## config.mk

```make
export PLATFORM = sky130hd
export DESIGN_NAME = rotary_carousel_slot_controller_flat
export DESIGN_NICKNAME = d
export VERILOG_FILES = /design/src/sv/rcsc_pkg.sv /design/src/sv/rcsc_cmd_if.sv /design/src/sv/rcsc_rsp_if.sv /design/src/sv/rcsc_cfg_if.sv /design/src/sv/rotary_carousel_slot_controller.sv /design/src/flat_wrapper.sv
export SDC_FILE = /design/constraint.sdc
export NUM_CORES = 1
export LEC_CHECK = 0
export BUFFER_PORTS_ARGS = -buffer_cell sky130_fd_sc_hd__clkbuf_2
export CORE_UTILIZATION = 50
export DETAILED_ROUTE_END_ITERATION = 8
export GPL_ROUTABILITY_DRIVEN = 0
export HOLD_SLACK_MARGIN = 0.1
export PLACE_DENSITY = 0.77
export SLEW_MARGIN = 0
export SYNTH_ARGS = -nofsm -noshare
export SYNTH_HDL_FRONTEND = slang
export SYNTH_SLANG_ARGS = --single-unit
export TNS_END_PERCENT = 100
```

## constraint.sdc

```tcl
create_clock -name clk_i -period 9.03 [get_ports clk_i]
set_input_delay 0.4515 -clock clk_i [delete_from_list [all_inputs] [get_ports clk_i]]
set_output_delay 0.4515 -clock clk_i [all_outputs]
set_load 0.05 [all_outputs]
```

## src/sv/rcsc_pkg.sv

```systemverilog
// Package for the rotary carousel slot controller: widths, command and
// register codes, slot mask helpers. No dependencies.
package rcsc_pkg;

  // Drum geometry
  localparam int unsigned MAX_SLOTS = 8;
  localparam int unsigned SLOT_W    = 3;   // slot index
  localparam int unsigned CNT_W     = 4;   // slot count 3..8
  localparam int unsigned MAP_W     = 8;
  localparam int unsigned BYTE_W    = 8;

  // Motor step arithmetic
  localparam int unsigned SPR_W   = 15;
  localparam int unsigned STEPS_W = 14;
  localparam int unsigned NUM_W   = 18;    // 2*moves*spr + n fits in 18 bits
  localparam int unsigned REM_W   = 5;     // remainder < 2*n <= 16
  localparam int unsigned DIVC_W  = 5;     // iteration counter of the divider

  localparam logic [SPR_W-1:0] SPR_MIN   = 15'd200;
  localparam logic [SPR_W-1:0] SPR_MAX   = 15'd25600;
  localparam logic [SPR_W-1:0] SPR_RESET = 15'd1600;
  localparam logic [CNT_W-1:0] N_RESET   = 4'd5;

  // Config register indexes
  localparam int unsigned CFG_IDX_W = 8;
  localparam logic [CFG_IDX_W-1:0] REG_STEPS_PER_REV = 8'd0;
  localparam logic [CFG_IDX_W-1:0] REG_DIR_CW_HIGH   = 8'd1;

  // Command codes
  localparam int unsigned CMD_W = 3;
  localparam logic [CMD_W-1:0] CMD_DISP_NEAREST = 3'd0;
  localparam logic [CMD_W-1:0] CMD_DISP_SLOT    = 3'd1;
  localparam logic [CMD_W-1:0] CMD_RET_NEAREST  = 3'd2;
  localparam logic [CMD_W-1:0] CMD_SET_SLOT     = 3'd3;
  localparam logic [CMD_W-1:0] CMD_SET_SPOKES   = 3'd4;
  localparam logic [CMD_W-1:0] CMD_STATUS       = 3'd5;

  // Bit i set for every slot below n
  function automatic logic [MAP_W-1:0] slot_mask(input logic [CNT_W-1:0] n);
    logic [MAP_W-1:0] m;
    m = '0;
    for (int i = 0; i < MAP_W; i++) begin
      m[i] = (CNT_W'(i) < n);
    end
    return m;
  endfunction

  // Fresh map after a spoke change: slots 1 to n-1 filled
  function automatic logic [MAP_W-1:0] spoke_fill(input logic [CNT_W-1:0] n);
    return slot_mask(n) & ~MAP_W'(1);
  endfunction

  // Reduce a value below 2*n modulo n
  function automatic logic [SLOT_W-1:0] wrap_slot(input logic [CNT_W-1:0] v,
                                                  input logic [CNT_W-1:0] n);
    logic [CNT_W-1:0] r;
    r = (v >= n) ? (v - n) : v;
    return r[SLOT_W-1:0];
  endfunction

endpackage

```

## src/sv/rcsc_cmd_if.sv

```systemverilog
// Command request channel of the carousel controller.
// Depends on rcsc_pkg for field widths.
interface rcsc_cmd_if;
  import rcsc_pkg::*;

  logic              valid;
  logic              ready;
  logic [CMD_W-1:0]  cmd;
  logic [BYTE_W-1:0] slot_sel;
  logic              fill_flag;
  logic [BYTE_W-1:0] new_spoke_count;
  logic              dock_ready;

  modport source (output valid, cmd, slot_sel, fill_flag, new_spoke_count, dock_ready,
                  input ready);
  modport sink   (input valid, cmd, slot_sel, fill_flag, new_spoke_count, dock_ready,
                  output ready);
endinterface

```

## src/sv/rcsc_rsp_if.sv

```systemverilog
// Result channel of the carousel controller.
// Depends on rcsc_pkg for field widths.
interface rcsc_rsp_if;
  import rcsc_pkg::*;

  logic               valid;
  logic               ready;
  logic               ok;
  logic [SLOT_W-1:0]  window_pos;
  logic [SLOT_W-1:0]  slot_moves;
  logic               move_cw;
  logic               dir_level;
  logic [STEPS_W-1:0] motor_steps;
  logic [MAP_W-1:0]   filled_map;
  logic [CNT_W-1:0]   spoke_count;
  logic [BYTE_W-1:0]  echo_slot;

  modport source (output valid, ok, window_pos, slot_moves, move_cw, dir_level,
                         motor_steps, filled_map, spoke_count, echo_slot,
                  input ready);
  modport sink   (input valid, ok, window_pos, slot_moves, move_cw, dir_level,
                        motor_steps, filled_map, spoke_count, echo_slot,
                  output ready);
endinterface

```

## src/sv/rcsc_cfg_if.sv

```systemverilog
// Configuration write channel of the carousel controller.
// Depends on rcsc_pkg for index and data widths.
interface rcsc_cfg_if;
  import rcsc_pkg::*;

  logic                 valid;
  logic                 ready;
  logic [CFG_IDX_W-1:0] index;
  logic [SPR_W-1:0]     wdata;

  modport source (output valid, index, wdata, input ready);
  modport sink   (input valid, index, wdata, output ready);
endinterface

```

## src/sv/rotary_carousel_slot_controller.sv

```systemverilog
// Rotary carousel slot controller: slot map, window tracking, move planning
// and motor step calculation. Depends on rcsc_pkg and the three channel
// interfaces (rcsc_cmd_if, rcsc_rsp_if, rcsc_cfg_if).
//
// Usage:
//   req_i carries one command per request; rsp_o returns exactly one result
//   per command, in order. cfg_i writes steps_per_rev (index 0) and
//   dir_cw_high (index 1); it is always ready. The user must write it only
//   while idle; the block does not enforce this. One command is in flight at
//   a time; req_i.ready is high only when the sequencer is idle.
//   Sequencer states from accept to the result register, per command:
//     set slot, set spokes, status, commands refused on entry: output
//     dispense to slot: move, then output, via multiply and divide if the drum turns
//     dispense nearest: search walking cw to the first filled slot, then
//     move, multiply, a restoring divide by 2*n for the step rounding, output
//     return nearest: search slots 1 to n-1, then multiply, divide, output
//     (no move state); a search that finds nothing goes to output
//   The result sits in an output register; a stalled receiver holds it, and
//   the block finishes the next command up to that register before waiting.
//   Reset: window at 0, five slots with 1 to 4 filled, steps_per_rev 1600,
//   dir_cw_high 1, no result pending.
module rotary_carousel_slot_controller (
  input  logic       clk_i,
  input  logic       rst_ni,
  rcsc_cmd_if.sink   req_i,
  rcsc_rsp_if.source rsp_o,
  rcsc_cfg_if.sink   cfg_i
);
  import rcsc_pkg::*;

  localparam int unsigned ST_W = 3;
  localparam logic [ST_W-1:0] S_IDLE   = 3'd0;
  localparam logic [ST_W-1:0] S_SEARCH = 3'd1;
  localparam logic [ST_W-1:0] S_MOVE   = 3'd2;
  localparam logic [ST_W-1:0] S_MUL    = 3'd3;
  localparam logic [ST_W-1:0] S_DIV    = 3'd4;
  localparam logic [ST_W-1:0] S_OUT    = 3'd5;
  localparam logic [DIVC_W-1:0] DIV_LAST = DIVC_W'(NUM_W - 1);

  // Architectural state
  logic [ST_W-1:0]   state_q, state_d;
  logic [SLOT_W-1:0] win_q, win_d;
  logic [MAP_W-1:0]  fill_q, fill_d;
  logic [CNT_W-1:0]  n_q, n_d;
  logic [SPR_W-1:0]  spr_q;
  logic              dcwh_q;

  // Per-command working registers
  logic [CMD_W-1:0]  cmd_q, cmd_d;
  logic [DIVC_W-1:0] cnt_q, cnt_d;
  logic [SLOT_W-1:0] tgt_q, tgt_d;
  logic [SLOT_W-1:0] best_q, best_d;
  logic              bcw_q, bcw_d;
  logic              found_q, found_d;
  logic              ok_q, ok_d;
  logic [SLOT_W-1:0] moves_q, moves_d;
  logic              cw_q, cw_d;
  logic [BYTE_W-1:0] echo_q, echo_d;
  logic [NUM_W-1:0]  num_q, num_d;
  logic [REM_W-1:0]  rem_q, rem_d;

  // Result register
  logic               rv_q;
  logic               r_ok_q;
  logic [SLOT_W-1:0]  r_win_q, r_moves_q;
  logic               r_cw_q, r_dir_q;
  logic [STEPS_W-1:0] r_steps_q;
  logic [MAP_W-1:0]   r_map_q;
  logic [CNT_W-1:0]   r_n_q;
  logic [BYTE_W-1:0]  r_echo_q;

  logic accept, load_out;

  // Shared distance unit: cw and ccw pitch counts from window to one slot
  logic [SLOT_W-1:0] op_slot;
  logic [SLOT_W-1:0] dist_a, dist_b;
  logic [SLOT_W-1:0] near_d;
  logic              near_cw;
  logic              last_step;
  logic              ret_hit;

  assign op_slot = (state_q == S_MOVE) ? tgt_q : cnt_q[SLOT_W-1:0];
  assign dist_a  = wrap_slot({1'b0, win_q} + n_q - {1'b0, op_slot}, n_q);
  assign dist_b  = wrap_slot({1'b0, op_slot} + n_q - {1'b0, win_q}, n_q);
  assign near_cw = (dist_a < dist_b);
  assign near_d  = near_cw ? dist_a : dist_b;
  assign last_step = (cnt_q == (DIVC_W'(n_q) - DIVC_W'(1)));

  // Dispense search visits slot win-cnt, which is dist_a's slot walking cw
  logic [SLOT_W-1:0] walk_slot;
  assign walk_slot = dist_a;
  logic walk_hit;
  assign walk_hit = (walk_slot != '0) && fill_q[walk_slot];
  assign ret_hit  = !fill_q[op_slot] && (near_d != '0) && (!found_q || (near_d < best_q));

  // Restoring divider step
  logic [REM_W:0] trial, den;
  logic           q_bit;
  assign trial = {rem_q, num_q[NUM_W-1]};
  assign den   = {1'b0, n_q, 1'b0};
  assign q_bit = (trial >= den);

  logic [NUM_W-1:0] prod;
  assign prod = NUM_W'(moves_q) * NUM_W'(spr_q);

  assign accept   = req_i.valid && req_i.ready;
  assign load_out = (state_q == S_OUT) && (!rv_q || rsp_o.ready);
  assign req_i.ready = (state_q == S_IDLE);
  assign cfg_i.ready = 1'b1;

  // Sequencer
  always_comb begin
    state_d = state_q;
    win_d   = win_q;
    fill_d  = fill_q;
    n_d     = n_q;
    cmd_d   = cmd_q;
    cnt_d   = cnt_q;
    tgt_d   = tgt_q;
    best_d  = best_q;
    bcw_d   = bcw_q;
    found_d = found_q;
    ok_d    = ok_q;
    moves_d = moves_q;
    cw_d    = cw_q;
    echo_d  = echo_q;
    num_d   = num_q;
    rem_d   = rem_q;
    unique case (state_q)
      S_IDLE: begin
        if (accept) begin
          cmd_d   = req_i.cmd;
          cnt_d   = DIVC_W'(1);
          found_d = 1'b0;
          best_d  = '0;
          bcw_d   = 1'b0;
          ok_d    = 1'b0;
          moves_d = '0;
          cw_d    = 1'b0;
          echo_d  = '0;
          num_d   = '0;
          state_d = S_OUT;
          unique case (req_i.cmd) inside
            CMD_DISP_NEAREST, CMD_RET_NEAREST: begin
              if (req_i.dock_ready) state_d = S_SEARCH;
            end
            CMD_DISP_SLOT: begin
              if (req_i.dock_ready && (req_i.slot_sel != '0) &&
                  (req_i.slot_sel < {4'b0, n_q}) &&
                  fill_q[req_i.slot_sel[SLOT_W-1:0]]) begin
                tgt_d   = req_i.slot_sel[SLOT_W-1:0];
                state_d = S_MOVE;
              end
            end
            CMD_SET_SLOT: begin
              echo_d = req_i.slot_sel;
              if (req_i.slot_sel < {4'b0, n_q}) begin
                fill_d[req_i.slot_sel[SLOT_W-1:0]] =
                  (req_i.slot_sel == '0) ? 1'b0 : req_i.fill_flag;
                ok_d = 1'b1;
              end
            end
            CMD_SET_SPOKES: begin
              if ((req_i.new_spoke_count >= 8'd3) &&
                  (req_i.new_spoke_count <= BYTE_W'(MAX_SLOTS))) begin
                n_d    = req_i.new_spoke_count[CNT_W-1:0];
                fill_d = spoke_fill(req_i.new_spoke_count[CNT_W-1:0]);
                win_d  = '0;
                ok_d   = 1'b1;
              end
            end
            CMD_STATUS: ok_d = 1'b1;
            default: ok_d = 1'b0;
          endcase
        end
      end
      S_SEARCH: begin
        if (cmd_q == CMD_DISP_NEAREST) begin
          // Walk clockwise from the window, first filled slot wins
          if (walk_hit) begin
            tgt_d   = walk_slot;
            state_d = S_MOVE;
          end else if (last_step) begin
            state_d = S_OUT;
          end else begin
            cnt_d = cnt_q + DIVC_W'(1);
          end
        end else begin
          // Return nearest: keep the strictly closest empty slot
          if (ret_hit) begin
            best_d  = near_d;
            bcw_d   = near_cw;
            tgt_d   = op_slot;
            found_d = 1'b1;
          end
          if (last_step) begin
            if (ret_hit || found_q) begin
              ok_d    = 1'b1;
              moves_d = best_d;
              cw_d    = bcw_d;
              win_d   = tgt_d;
              fill_d[tgt_d] = 1'b1;
              state_d = S_MUL;
            end else begin
              state_d = S_OUT;
            end
          end else begin
            cnt_d = cnt_q + DIVC_W'(1);
          end
        end
      end
      S_MOVE: begin
        // Shorter way round, tie goes clockwise
        ok_d  = 1'b1;
        win_d = tgt_q;
        fill_d[tgt_q] = 1'b0;
        if (dist_a <= dist_b) begin
          moves_d = dist_a;
          cw_d    = (dist_a != '0);
        end else begin
          moves_d = dist_b;
          cw_d    = 1'b0;
        end
        state_d = ((dist_a == '0) || (dist_b == '0)) ? S_OUT : S_MUL;
      end
      S_MUL: begin
        num_d   = {prod[NUM_W-2:0], 1'b0} + NUM_W'(n_q);
        rem_d   = '0;
        cnt_d   = '0;
        state_d = S_DIV;
      end
      S_DIV: begin
        rem_d = q_bit ? REM_W'(trial - den) : REM_W'(trial);
        num_d = {num_q[NUM_W-2:0], q_bit};
        if (cnt_q == DIV_LAST) begin
          state_d = S_OUT;
        end else begin
          cnt_d = cnt_q + DIVC_W'(1);
        end
      end
      S_OUT: begin
        if (load_out) state_d = S_IDLE;
      end
      default: state_d = S_IDLE;
    endcase
  end

  // Control and architectural state
  always_ff @(posedge clk_i or negedge rst_ni) begin
    if (!rst_ni) begin
      state_q <= S_IDLE;
      win_q   <= '0;
      fill_q  <= spoke_fill(N_RESET);
      n_q     <= N_RESET;
      spr_q   <= SPR_RESET;
      dcwh_q  <= 1'b1;
      rv_q    <= 1'b0;
    end else begin
      state_q <= state_d;
      win_q   <= win_d;
      fill_q  <= fill_d;
      n_q     <= n_d;
      if (cfg_i.valid) begin
        if ((cfg_i.index == REG_STEPS_PER_REV) &&
            (cfg_i.wdata >= SPR_MIN) && (cfg_i.wdata <= SPR_MAX)) begin
          spr_q <= cfg_i.wdata;
        end else if (cfg_i.index == REG_DIR_CW_HIGH) begin
          dcwh_q <= cfg_i.wdata[0];
        end
      end
      if (load_out) begin
        rv_q <= 1'b1;
      end else if (rsp_o.ready) begin
        rv_q <= 1'b0;
      end
    end
  end

  // Working registers and result payload
  always_ff @(posedge clk_i) begin
    cmd_q   <= cmd_d;
    cnt_q   <= cnt_d;
    tgt_q   <= tgt_d;
    best_q  <= best_d;
    bcw_q   <= bcw_d;
    found_q <= found_d;
    ok_q    <= ok_d;
    moves_q <= moves_d;
    cw_q    <= cw_d;
    echo_q  <= echo_d;
    num_q   <= num_d;
    rem_q   <= rem_d;
    if (load_out) begin
      r_ok_q    <= ok_q;
      r_win_q   <= win_q;
      r_moves_q <= moves_q;
      r_cw_q    <= cw_q;
      r_dir_q   <= (moves_q != '0) && (cw_q == dcwh_q);
      r_steps_q <= num_q[STEPS_W-1:0];
      r_map_q   <= fill_q & slot_mask(n_q);
      r_n_q     <= n_q;
      r_echo_q  <= echo_q;
    end
  end

  assign rsp_o.valid       = rv_q;
  assign rsp_o.ok          = r_ok_q;
  assign rsp_o.window_pos  = r_win_q;
  assign rsp_o.slot_moves  = r_moves_q;
  assign rsp_o.move_cw     = r_cw_q;
  assign rsp_o.dir_level   = r_dir_q;
  assign rsp_o.motor_steps = r_steps_q;
  assign rsp_o.filled_map  = r_map_q;
  assign rsp_o.spoke_count = r_n_q;
  assign rsp_o.echo_slot   = r_echo_q;

endmodule
```

## src/flat_wrapper.sv

```systemverilog
// flat-port wrapper written by rule: the top's interface ports become plain ports
module rotary_carousel_slot_controller_flat import rcsc_pkg::*;
  (clk_i, rst_ni, req_i_valid, req_i_cmd, req_i_slot_sel, req_i_fill_flag, req_i_new_spoke_count, req_i_dock_ready, req_i_ready, rsp_o_valid, rsp_o_ok, rsp_o_window_pos, rsp_o_slot_moves, rsp_o_move_cw, rsp_o_dir_level, rsp_o_motor_steps, rsp_o_filled_map, rsp_o_spoke_count, rsp_o_echo_slot, rsp_o_ready, cfg_i_valid, cfg_i_index, cfg_i_wdata, cfg_i_ready);
  rcsc_cmd_if req_i_i ();
  rcsc_rsp_if rsp_o_i ();
  rcsc_cfg_if cfg_i_i ();
  input  logic clk_i;
  input  logic rst_ni;
  input wire logic [$bits(req_i_i.valid)-1:0] req_i_valid;
  input wire logic [$bits(req_i_i.cmd)-1:0] req_i_cmd;
  input wire logic [$bits(req_i_i.slot_sel)-1:0] req_i_slot_sel;
  input wire logic [$bits(req_i_i.fill_flag)-1:0] req_i_fill_flag;
  input wire logic [$bits(req_i_i.new_spoke_count)-1:0] req_i_new_spoke_count;
  input wire logic [$bits(req_i_i.dock_ready)-1:0] req_i_dock_ready;
  output wire logic [$bits(req_i_i.ready)-1:0] req_i_ready;
  output wire logic [$bits(rsp_o_i.valid)-1:0] rsp_o_valid;
  output wire logic [$bits(rsp_o_i.ok)-1:0] rsp_o_ok;
  output wire logic [$bits(rsp_o_i.window_pos)-1:0] rsp_o_window_pos;
  output wire logic [$bits(rsp_o_i.slot_moves)-1:0] rsp_o_slot_moves;
  output wire logic [$bits(rsp_o_i.move_cw)-1:0] rsp_o_move_cw;
  output wire logic [$bits(rsp_o_i.dir_level)-1:0] rsp_o_dir_level;
  output wire logic [$bits(rsp_o_i.motor_steps)-1:0] rsp_o_motor_steps;
  output wire logic [$bits(rsp_o_i.filled_map)-1:0] rsp_o_filled_map;
  output wire logic [$bits(rsp_o_i.spoke_count)-1:0] rsp_o_spoke_count;
  output wire logic [$bits(rsp_o_i.echo_slot)-1:0] rsp_o_echo_slot;
  input wire logic [$bits(rsp_o_i.ready)-1:0] rsp_o_ready;
  input wire logic [$bits(cfg_i_i.valid)-1:0] cfg_i_valid;
  input wire logic [$bits(cfg_i_i.index)-1:0] cfg_i_index;
  input wire logic [$bits(cfg_i_i.wdata)-1:0] cfg_i_wdata;
  output wire logic [$bits(cfg_i_i.ready)-1:0] cfg_i_ready;
  assign req_i_i.valid = req_i_valid;
  assign req_i_i.cmd = req_i_cmd;
  assign req_i_i.slot_sel = req_i_slot_sel;
  assign req_i_i.fill_flag = req_i_fill_flag;
  assign req_i_i.new_spoke_count = req_i_new_spoke_count;
  assign req_i_i.dock_ready = req_i_dock_ready;
  assign req_i_ready = req_i_i.ready;
  assign rsp_o_valid = rsp_o_i.valid;
  assign rsp_o_ok = rsp_o_i.ok;
  assign rsp_o_window_pos = rsp_o_i.window_pos;
  assign rsp_o_slot_moves = rsp_o_i.slot_moves;
  assign rsp_o_move_cw = rsp_o_i.move_cw;
  assign rsp_o_dir_level = rsp_o_i.dir_level;
  assign rsp_o_motor_steps = rsp_o_i.motor_steps;
  assign rsp_o_filled_map = rsp_o_i.filled_map;
  assign rsp_o_spoke_count = rsp_o_i.spoke_count;
  assign rsp_o_echo_slot = rsp_o_i.echo_slot;
  assign rsp_o_i.ready = rsp_o_ready;
  assign cfg_i_i.valid = cfg_i_valid;
  assign cfg_i_i.index = cfg_i_index;
  assign cfg_i_i.wdata = cfg_i_wdata;
  assign cfg_i_ready = cfg_i_i.ready;
  rotary_carousel_slot_controller u_core (.clk_i(clk_i), .rst_ni(rst_ni), .req_i(req_i_i), .rsp_o(rsp_o_i), .cfg_i(cfg_i_i));
endmodule
```

Yosys cells after proc, flatten, opt, wreduce, memory -nomap -nowiden
Cells that the tools add are included.
{ "word_totals": {"register_bits": 130, "input_bits": 49, "wordCells": 260} }
{ "classes": {"n_addsub": 10, "n_mul": 1, "magnitude_cmp": 34, "n_eq_ne": 33, "muxes": 96, "bitwise_logic": 5, "n_reduce_logical": 53} }
{ "ops": {"columns": ["op", "count"], "rows": [
  ["two-way mux 3 bit", 36],
  ["one-hot mux 18 bit (3 select lines)", 1],
  ["two-way mux 8 bit", 6],
  ["< comparator 3 x 4 -> 1 bit (first input constant)", 8],
  ["two-way mux 5 bit", 6],
  ["two-way mux 1 bit", 24],
  ["one-hot mux 8 bit (3 select lines)", 1],
  ["< comparator 3 x 4 -> 1 bit (second input constant)", 5],
  ["one-hot mux 5 bit (4 select lines)", 1],
  ["adder 18 x 4 -> 18 bit", 1],
  ["two-way mux 18 bit", 1],
  ["one-hot mux 3 bit (2 select lines)", 3],
  ["one-hot mux 3 bit (3 select lines)", 2],
  ["one-hot mux 3 bit (6 select lines)", 1],
  ["multiplier 3 x 15 -> 17 bit", 1],
  ["AND 8 bit", 2],
  ["logical NOT 8 bit", 2],
  ["< comparator 2 x 4 -> 1 bit (first input constant)", 4],
  ["one-hot mux 8 bit (2 select lines)", 1],
  [">= comparator 15 x 8 -> 1 bit (second input constant)", 1],
  ["less-or-equal comparator 15 bit (second input constant)", 1],
  ["logical AND 1 bit", 15],
  ["logical NOT 3 bit", 5],
  ["AND reduction 5 bit", 3],
  ["48 further kinds", 101]
]} }

Logic depth before layout (Yosys ltp)
Gate-level depths: netlist of the first run.
{ "logic_depth": {"word_depth": 23, "ltp_mapped": 31, "ltp_nobuf": 29} }

Worst setup path before layout of the first run
Ideal clock, no wire load.
{ "synth_timing": {"path_type": "register to register", "start": "register u_core.state_q[1]", "end": "register u_core.moves_q[0] (data pin)", "setup_ns": 0.271, "arrival_ns": 6.230, "required_ns": 8.759, "setup_slack_ns": 2.529, "path_stages_with_launch": 31, "n_path_buf": 2, "cell_sequence": "dfrtp_1 nor3b_2 buf_2 and2_1 a21oi_1 xnor2_1 ha_1 ha_1 a21o_1 a21oi_1 xnor2_1 xnor2_1 ha_1 and3_1 and2_1 o31a_1 nor2_1 ha_1 nor2b_1 o21ai_0 and2_1 o21ai_0 and2_1 ha_1 o21a_1 o21ai_0 o31ai_1 nor2_2 buf_4 a21oi_1 o22ai_1"} }
{ "synth_via": {"elab_chain_len": 16} }
{ "synth_rtl": {"columns": ["item", "line_no", "text"], "rows": [
  ["start, declared", "rotary_carousel_slot_controller.sv:41", "logic [ST_W-1:0] state_q, state_d;"],
  ["start signal, assigned", "rotary_carousel_slot_controller.sv:259", "state_q <= state_d;"],
  ["equality test 3 x 2 -> 1 bit", "rotary_carousel_slot_controller.sv:82, rotary_carousel_slot_controller.sv:129", null],
  ["two-way mux 3 bit", "rotary_carousel_slot_controller.sv:82", "assign op_slot = (state_q == S_MOVE) ? tgt_q : cnt_q[SLOT_W-1:0];"],
  ["adder 3 x 4 -> 4 bit", "rotary_carousel_slot_controller.sv:84", "assign dist_b = wrap_slot({1'b0, op_slot} + n_q - {1'b0, win_q}, n_q);"],
  ["subtractor 4 x 3 -> 4 bit", "rotary_carousel_slot_controller.sv:84", null],
  [">= comparator 4 bit or subtractor 3 bit (tied branches)", "rcsc_pkg.sv:57", "r = (v >= n) ? (v - n) : v;"],
  ["two-way mux 3 bit", "rcsc_pkg.sv:57", null],
  ["< comparator 3 bit", "rotary_carousel_slot_controller.sv:85", "assign near_cw = (dist_a < dist_b);"],
  ["two-way mux 3 bit", "rotary_carousel_slot_controller.sv:86", "assign near_d = near_cw ? dist_a : dist_b;"],
  ["< comparator 3 bit or nonzero test 3 bit (tied branches)", "rotary_carousel_slot_controller.sv:94", "assign ret_hit = !fill_q[op_slot] && (near_d != '0) && (!found_q || (near_d < best_q));"],
  ["logical OR 1 bit or logical AND 1 bit (tied branches)", "rotary_carousel_slot_controller.sv:94", null],
  ["logical AND 1 bit", "rotary_carousel_slot_controller.sv:94", null],
  ["two-way mux 3 bit", "rotary_carousel_slot_controller.sv:190", "if (ret_hit) begin"],
  ["two-way mux 3 bit", "rotary_carousel_slot_controller.sv:197", "if (ret_hit || found_q) begin"],
  ["two-way mux 3 bit", "rotary_carousel_slot_controller.sv:196", "if (last_step) begin"],
  ["two-way mux 3 bit", "rotary_carousel_slot_controller.sv:178", "if (cmd_q == CMD_DISP_NEAREST) begin"],
  ["one-hot mux 3 bit (3 select lines) *", "rotary_carousel_slot_controller.sv:129", "unique case (state_q)"],
  ["named net u_core.moves_d[0]", "rotary_carousel_slot_controller.sv:56", "logic [SLOT_W-1:0] moves_q, moves_d;"],
  ["end signal, assigned", "rotary_carousel_slot_controller.sv:288", "moves_q <= moves_d;"],
  ["end, declared", "rotary_carousel_slot_controller.sv:56", null]
]} }
The timed path passes the listed nets; every way through them passes the cells marked *. The select of a mux whose other input is x is not followed.
A chain may end at the register's enable or synchronous reset.

Worst setup path in the final report of the first run
{ "layout_timing": {"start": "register u_core.state_q[2]", "end": "register u_core.cw_q (data pin)"} }
{ "layout_via": {"elab_chain_len": 16} }
{ "layout_rtl": {"columns": ["item", "line_no", "text"], "rows": [
  ["equality test 3 x 2 -> 1 bit", "rotary_carousel_slot_controller.sv:82, rotary_carousel_slot_controller.sv:129", null],
  ["two-way mux 3 bit", "rotary_carousel_slot_controller.sv:82", null],
  ["adder 3 x 4 -> 4 bit", "rotary_carousel_slot_controller.sv:84", null],
  ["subtractor 4 x 3 -> 4 bit", "rotary_carousel_slot_controller.sv:84", null],
  [">= comparator 4 bit or subtractor 3 bit (tied branches)", "rcsc_pkg.sv:57", null],
  ["two-way mux 3 bit", "rcsc_pkg.sv:57", null],
  ["< comparator 3 bit", "rotary_carousel_slot_controller.sv:85", null],
  ["two-way mux 3 bit", "rotary_carousel_slot_controller.sv:86", null],
  ["< comparator 3 bit or nonzero test 3 bit (tied branches)", "rotary_carousel_slot_controller.sv:94", null],
  ["logical OR 1 bit or logical AND 1 bit (tied branches)", "rotary_carousel_slot_controller.sv:94", null],
  ["logical AND 1 bit", "rotary_carousel_slot_controller.sv:94", null],
  ["two-way mux 1 bit", "rotary_carousel_slot_controller.sv:190", null],
  ["two-way mux 1 bit", "rotary_carousel_slot_controller.sv:197", null],
  ["two-way mux 1 bit", "rotary_carousel_slot_controller.sv:196", null],
  ["two-way mux 1 bit", "rotary_carousel_slot_controller.sv:178", null],
  ["one-hot mux 1 bit (3 select lines) *", "rotary_carousel_slot_controller.sv:129", null],
  ["named net u_core.cw_d", "rotary_carousel_slot_controller.sv:57", "logic cw_q, cw_d;"],
  ["end signal, assigned", "rotary_carousel_slot_controller.sv:289", "cw_q <= cw_d;"],
  ["end, declared", "rotary_carousel_slot_controller.sv:57", null]
]} }
Marked as above.

==> flow_summary.toml, run 1 <==
[timing]
fin_skew_ns = 0.006816
finalHoldViolCount = 0
min_period_ns = 7.958
max_freq_mhz = 125.7
final-setup-viol-count = 0
worstMarginPinSlew_ns = 0.9859
layout_worst_path_cycle_share_pct = 88.13
relSlewSlack_pct = 34.28
rsz0062_at_grt = "no"
tns_ns = 0
drv_slew = 0

[global_routing]
grt_use_met3_pct = 5.162
grt_remaining_overflow = 0
antenna_found_initial = 0
grt_pass1_wl_mm = 38.98
grt_max_degree = 43
grt_pass1_vias = 7671
use_met1_pct = 34.48
grt_usage_pct = 25.51
use_met2_pct = 40.07
top_usage_layer = "met2"

[floorplanning]
die_x_um = 139.5
io_pins = 95
dieHeight_um = 139.5
core_area_um2 = 18270
initial_core_util_pct = 51.75
rows = 49
die_area_um2 = 19460

[worst_setup_path]
end_kind = "flop"
crit_start = "u_core.state_q[2]"
crit_top_cell = "ha_1"
ff2ff_path_depth = 28
rrSetupSlack_ns = 1.07
critical_path.endpoint = "u_core.cw_q"
cp.arrival_ns = 8.11
crit_fanout = 15
timing.rr.start = "u_core.state_q[2]"
cp.required_ns = 9.18
slowest_stage = "a21oi_1"
crit_path_max_incr_delay_ns = 0.78
critPathKind = "reg2reg"
r2r-end = "u_core.cw_q"
start_kind = "flop"

[route]
num_vias = 8149
postRouteAntennaNets = 0
wl_mm = 24.19
first_iter_violations = 901
drt-pass1-iter-count = 5
routed_via_density = 6.244
post_drt_wl_per_cell_um = 18.53
drcViolationCount = 0

[logic_synthesis]
yosysMostFrequentCell = "nand2_1"
synth_edf_count = 95
synthTopCellsByCount = "nand2_1 (108), edfxtp_1 (95), inv_1 (70)"
ys_types = 82
syn_area_per_cell_um2 = 9.588
yosysWarningCount = 0
synthFlopType = "edfxtp_1"
ys_seq_elements = 130
netlist_instances = 986
synth_area_leader_cell = "edfxtp_1"
synth-seq-area-share_pct = 39.57
netlist_top_cells_area = "edfxtp_1 (30%), ha_1 (7.4%), dfrtp_1 (6.6%)"
syn-cell-area_um2 = 9454
synth_nets = 1111
synthArstFlopShare_pct = 26.92
synth.top_cell.area_share_pct = 30.17

[clock_network]
cts_max_level = 4
clkTransAtPathRegs_ns = 0.06
post-cts-setup-buffers = 0
insertion_delay_ns = 0.43
post_cts_resized = 0
cts_tree = "built"
clock_path_buffers = 2
cts_root_buffer = "clkbuf_16"
cts_num_sinks = 130
numCtsBuffers = 17
ctsHoldBuffers = 0

[place]
dp_hpwl_mm = 17.33
io_buffers = 93

[finish]
final_nets = 1188
drive_gt1_share_pct = 17.29
syn2layout_area_growth_pct = 13.00
antenna_cells = 0

[min_path]
hold_class = "in2async"

[status]
status = "complete, no violations"

[flow_run]
cap_violations = 0
-- cell families (layout without fill, tap and decap cells) --
logic type                 count (synthesis)  after routing  synth area share [%]
other                                      1              1               0.03967
DFF                                      130            130                 39.57
AOI/OAI and AO/OA                        256            256                 18.13
and+or+nand+nor                          331            331                 17.39
buffers and inverters                    112            202                 4.619
muxes                                     34             34                 4.341
xor gates and xnor gates                  46             46                 4.262
adders and majority gates                 76             76                 11.65
-- layer usage --
layer	routed length, um	share of wire, %	vias up
li1	-	-	3782
met5	0	0	-
met4	642	2.7	0
met2	10860	45	421
met3	2133	8.8	65
met1	10550	44	3881
-- worst min path at each step --
stage	start	to	slack, ns	cells past startpoint
after global placement	u_core.echo_q[7]	u_core.rsp_o.echo_slot[7]	0.40	0
final	rst_ni	u_core.win_q[2]	0.18	1
after CTS	rst_ni	u_core.win_q[2]	0.21	1
after global routing	rst_ni	asynchronous set/reset pin	0.24	1
after detailed placement	u_core.echo_q[6]	u_core.rsp_o.echo_slot[6]	0.40	0
after floorplan	rst_ni	asynchronous set/reset pin	0.16	0
-- worst max-delay path, delay by kind of cell, from the launching register on --
family                     cells  cell delay, ns
AOI/OAI and AO/OA             11            3.15
xor gates and xnor gates       3            0.39
adders and majority gates      5            1.62
DFF                            1            0.52
and+or+nand+nor                9            1.98
-- registers in the layout, summed over array words and instances, names as in the netlist, 4 cells and up, named ones only --
signal                    cells
u_core.spr_q                 15
u_core.cnt_q                  5
u_core.n_q                    4
u_core.echo_q                 8
u_core.num_q                 18
u_core.rsp_o.echo_slot        8
u_core.rsp_o.filled_map       8
u_core.rem_q                  5
u_core.rsp_o.motor_steps     14
u_core.rsp_o.spoke_count      4
-- cells in the final DEF, fill, tap and decap left out, types with 5 or more instances in the layout --
cell type and instances:
nand4_1 9, clkbuf_16 17, xnor2_1 27, clkbuf_2 93
edfxtp_1 95, xor2_1 19, a31oi_1 18, a221oi_1 5
nor4_1 12, nor2_1 65, o21ai_0 59, nor3_1 34
or3_1 7, ha_1 56, nand2b_1 10, o21bai_1 6
o211ai_1 13, o21a_1 8, nor2b_1 13, fa_1 20
nand3_1 14, mux2_2 22, a211oi_1 15, inv_1 70
o22ai_1 7, or2_2 6, nand2_1 108, mux2i_1 8
a21o_1 11, and2_1 24, dfrtp_1 25, and3_1 5
dfstp_2 10, a21oi_1 51, buf_4 7
-- metrics by stage --
stage          setup WS, ns  instance area (um^2)  hold slack, ns  cells  util [%]
3_5_place_dp          1.418                 10090          0.4045   1273     55.23
2_1_floorplan         2.529                  9454          0.1559    986         -
6_report              1.072                 10680          0.1812   1305     58.47
4_1_cts               1.375                 10680          0.2070   1305     58.47
5_1_grt              0.6647                 10680          0.2412   1305     58.47
3_3_place_gp          1.631                 10090          0.4009   1273     55.23
-- area by class of cell --
class,instances,area [um^2]
inverter,70,262.8
timing repair buffer,100,518.0
clock buffer,18,429.2
multi-input combinational,744,5281
fill,1572,7587
sequential,130,3741
clock inverter,14,163.9
tap,229,286.5
Power of run 1 is left out: the tool's default activity adds up to more than one toggle a clock period on the data nets, which glitch-free logic cannot reach.
==> run 2: changes to the inputs <==
==> constraint.sdc (replaced) <==
create_clock -name clk_i -period 7.4 [get_ports clk_i]
set_input_delay 0.37 -clock clk_i [delete_from_list [all_inputs] [get_ports clk_i]]
set_output_delay 0.37 -clock clk_i [all_outputs]
set_load 0.05 [all_outputs]
==> run 2 against run 1 <==
Against the previous run: non-clock buffer count rose by 17; critical path depth shrank 1; worst hold slack got worse by 0.052 ns; global-route usage rose by 0.84 points; core utilization is 0.61 points higher; final cell count increased by 1.3%; register-to-register slack lost 0.78 ns; worst setup slack worse by 0.78 ns; first-iteration DRC count grew 11%; via count is 2.1% higher; die area unchanged; largest cell class unchanged.
==> flow_summary.toml, run 2 (synthesis gave the netlist of run 1 again) <==
[timing]
final-setup-viol-count = 0
drv_slew = 0
relSlewSlack_pct = 29.39
max_freq_mhz = 140.6
tns_ns = 0
layout_worst_path_cycle_share_pct = 96.09
min_period_ns = 7.111
rsz0062_at_grt = "no"
fin_skew_ns = 0.007414
finalHoldViolCount = 0
worstMarginPinSlew_ns = 1.059

[place]
dp_hpwl_mm = 18.18
dpl-instance-area_um2 = 10210
io_buffers = 93

[finish]
fin_area_um2 = 10790
fill_cells = 1537
antenna_cells = 0
largest_reg_flops = 18
top_register = "u_core.num_q"
layout_common_cells = "nand2_1 (108), edfxtp_1 (95), clkbuf_2 (93)"
layout_commonest_cell = "nand2_1"
drive_gt1_share_pct = 18.48
final_nets = 1205
syn2layout_area_growth_pct = 14.17

[status]
status = "complete, no violations"

[floorplanning]
io_pins = 95
rows = 49
die_x_um = 139.5
die_area_um2 = 19460
dieHeight_um = 139.5
core_area_um2 = 18270
initial_core_util_pct = 51.75

[worst_setup_path]
cp.arrival_ns = 7.48
crit_fanout = 11
start_kind = "flop"
cp.required_ns = 7.77
slowest_stage = "fa_1"
end_kind = "flop"
ff2ff_path_depth = 27
crit_path_max_incr_delay_ns = 0.58
critPathKind = "reg2reg"
timing.rr.start = "u_core.state_q[0]"
rrSetupSlack_ns = 0.29

[clock_network]
clkTransAtPathRegs_ns = 0.06
clock_path_buffers = 2
cts_num_sinks = 130
ctsHoldBuffers = 0
insertion_delay_ns = 0.43
numCtsBuffers = 17
cts_max_level = 4
cts_root_buffer = "clkbuf_16"
cts_tree = "built"

[route]
postRouteAntennaNets = 0
num_vias = 8319
drcViolationCount = 0
drt-pass1-iter-count = 7
first_iter_violations = 1004
wl_mm = 25.04
post_drt_wl_per_cell_um = 18.94
routed_via_density = 6.293

[global_routing]
antenna_found_initial = 0
grt_usage_pct = 26.35
grt_pass1_vias = 7794
grt_remaining_overflow = 0
grt_max_degree = 44
grt_pass1_wl_mm = 40.12

[min_path]
hold_class = "in2async"

[flow_run]
cap_violations = 0
## run 2: stage by stage
stage | hold slack [ns] | std cells | util, % | worst slack (ns)
floorplan | 0.07441 | 986 | - | 0.8988
global placement | 0.4004 | 1289 | 55.88 | 0.6371
detailed placement | 0.4045 | 1289 | 55.88 | 0.3282
CTS | 0.1202 | 1321 | 58.99 | 0.3087
global route | 0.1694 | 1322 | 59.08 | 0.02613
finish | 0.1295 | 1322 | 59.08 | 0.2894
## run 2: layer usage
metal | share of wire [%] | track usage (%) | wire, um | vias up
met3 | 9.0 | 6.228 | 2263 | 81
met1 | 43 | 35.64 | 10890 | 3951
met2 | 44 | 40.36 | 11120 | 460
li1 | - | - | - | 3827
met4 | 3.1 | 11.46 | 772 | 0
met5 | 0 | 0 | 0 | -
## run 2: worst max-delay path, delay by kind of cell (launching register included)
kind	cells	cell delay, ns
flops	1	0.50
simple gates	6	1.12
compound gates	9	2.23
buf+inv	4	0.55
mux	2	0.66
fa+ha+maj	6	2.01
## run 2: area by class of cell
type / count / area (um^2) / share of cell area [%]
flip-flops and latches: 130 / 3741 / 34.66
inverters: 70 / 262.8 / 2.434
well taps: 229 / 286.5 / 2.654
repair buffers: 117 / 645.6 / 5.981
multi-input cells: 744 / 5290 / 49.01
clock buffers: 18 / 429.2 / 3.976
clock inverters: 14 / 138.9 / 1.287
## run 2: repair_timing
| item | 4_1_cts | 5_1_grt |
|---|---|---|
| hold endpoints to repair | 0 | 0 |
| buffers inserted | 0 | 1 |
| setup endpoints to repair | 0 | 18 |
| gates resized for setup | 0 | 2 |
## run 2: worst max path at each step
stage / start / end / slack (ns) / cells past startpoint
after floorplan: u_core.state_q[1] / u_core.moves_q[0] / 0.90 / 30
after global placement: u_core.state_q[0] / u_core.tgt_q[0] / 0.64 / 29
after detailed placement: u_core.state_q[0] / u_core.cw_q / 0.33 / 28
after CTS: u_core.state_q[0] / u_core.cw_q / 0.31 / 28
after global routing: u_core.state_q[0] / flop / 0.03 / 29
final: u_core.state_q[0] / flop / 0.29 / 27
Power of run 2 is left out for the same reason.
==> run 3: changes to the inputs <==
--- a/config.mk
+++ b/config.mk
@@ -6,6 +6,7 @@
 export NUM_CORES = 1
 export LEC_CHECK = 0
 export BUFFER_PORTS_ARGS = -buffer_cell sky130_fd_sc_hd__clkbuf_2
+export CORE_MARGIN = 3
 export CORE_UTILIZATION = 50
 export DETAILED_ROUTE_END_ITERATION = 8
 export GPL_ROUTABILITY_DRIVEN = 0
==> run 3 against run 2 <==
Against the previous run: worst setup slack gained 0.14 ns; register-to-register slack gained 0.14 ns; flip-flop and latch count is the same; non-clock buffer count shrank 2; wire length shrank 0.83%; global-route usage shrank 1.7 points; critical path depth grew 1; final cell count shrank 0.23%; first-iteration DRC count shrank 3.6%; clock skew shrank 0.00052 ns; sequential share of layout area is essentially flat; design area grew 0.12%; critical path type unchanged; highest routed layer unchanged.
==> flow_summary.toml, run 3 (synthesis gave the netlist of run 1 again) <==
[worst_setup_path]
slowest_stage = "dfrtp_1"
crit_path_max_incr_delay_ns = 0.51
start_kind = "flop"
critPathKind = "reg2reg"
crit_fanout = 11
end_kind = "flop"
cp.arrival_ns = 7.11
cp.required_ns = 7.54
crit_top_cell = "ha_1"

[clock_network]
cts_tree = "built"
cts_num_sinks = 130
insertion_delay_ns = 0.42
numCtsBuffers = 17
cts_max_level = 4
clock_path_buffers = 2
cts_root_buffer = "clkbuf_16"
clkTransAtPathRegs_ns = 0.06
ctsHoldBuffers = 0

[route]
drt-pass1-iter-count = 6
num_vias = 8214
drcViolationCount = 0
routed_via_density = 6.227
wl_mm = 24.84
post_drt_wl_per_cell_um = 18.83
first_iter_violations = 968
postRouteAntennaNets = 0

[global_routing]
grt_usage_pct = 24.62
grt_max_degree = 43
grt_pass1_vias = 7852
grt_pass1_wl_mm = 40.23
grt_remaining_overflow = 0
antenna_found_initial = 0

[timing]
finalHoldViolCount = 0
tns_ns = 0
min_period_ns = 6.971
relSlewSlack_pct = 34.13
rsz0062_at_grt = "no"
layout_worst_path_cycle_share_pct = 94.21
fin_skew_ns = 0.006899
final-setup-viol-count = 0
max_freq_mhz = 143.4
worstMarginPinSlew_ns = 0.9880
drv_slew = 0

[floorplanning]
core_area_um2 = 18270
rows = 49
die_area_um2 = 20590
dieHeight_um = 143.5
die_x_um = 143.5
io_pins = 95
initial_core_util_pct = 51.75

[finish]
layout_commonest_cell = "nand2_1"
drive_gt1_share_pct = 18.62
final-instance-count-excl-fill = 1319
final_nets = 1203
largest_reg_flops = 18
antenna_cells = 0
syn2layout_area_growth_pct = 14.31
layout_common_cells = "nand2_1 (108), edfxtp_1 (95), clkbuf_2 (93)"
top_register = "u_core.num_q"

[place]
io_buffers = 93
placed_cells = 1288
dp_hpwl_mm = 18.27

[status]
status = "complete, no violations"

[flow_run]
cap_violations = 0

[min_path]
hold_class = "in2async"
==> run 3: repair_timing <==
action / 4_1_cts / 5_1_grt
buffers inserted: 0 / 0
endpoints found under the hold margin: 0 / 0
setup endpoints to repair: 0 / 23
resized for setup: 0 / 5
==> run 3: path summary, 6_finish.rpt <==
check / depth (start not counted) / endpoint / slack [ns] / start
setup / recovery: 28 / u_core.cw_q / 0.43 / u_core.state_q[0]
hold / removal: 1 / asynchronous set/reset pin / 0.11 / rst_ni
setup reg to reg: 28 / u_core.cw_q / 0.43 / u_core.state_q[0]
hold reg to reg: 0 / u_core.rsp_o.ok / 0.42 / u_core.ok_q
max in group asynchronous: 1 / u_core.state_q[2] / 6.62 / rst_ni
min in group clk_i: 2 / u_core.spr_q[5] / 0.21 / cfg_i_wdata[5]
==> run 3: final cells by class <==
type	count	area (um^2)
Fill cell	1531	7463
Tap cell	229	286.5
Clock buffer	18	429.2
Inverter	70	262.8
Timing Repair Buffer	115	630.6
Sequential cell	130	3742
Multi-Input combinational cell	744	5295
Clock inverter	13	160.2
==> run 3: stage by stage <==
stage / util (%) / instance area, um^2 / setup WS [ns] / hold WS (ns)
final: 59.15 / 10810 / 0.4286 / 0.1130
after global placement: 55.84 / 10200 / 0.7377 / 0.4007
after global routing: 59.15 / 10810 / 0.02032 / 0.1721
after detailed placement: 55.84 / 10200 / 0.4381 / 0.4045
after CTS: 59.07 / 10790 / 0.3926 / 0.1217
after floorplan: - / 9454 / 0.8988 / 0.07441
==> run 3: critical path, delay by kind of cell (launching register included) <==
family	cells	cell delay (ns)
AOI/OAI and AO/OA	10	2.21
and+or+nand+nor	9	1.90
adders and majority gates	5	1.49
DFF	1	0.51
xor gates and xnor gates	3	0.47
buffers and inverters	1	0.12
==> run 3: metal layers <==
metal / global-route usage [%] / wire length (um) / up-vias
li1: - / - / 3812
met5: 0 / 0 / -
met1: 32.90 / 10350 / 3881
met3: 6.389 / 2406 / 80
met4: 10.01 / 840 / 0
met2: 38.37 / 11240 / 441
Power of run 3 is left out for the same reason.
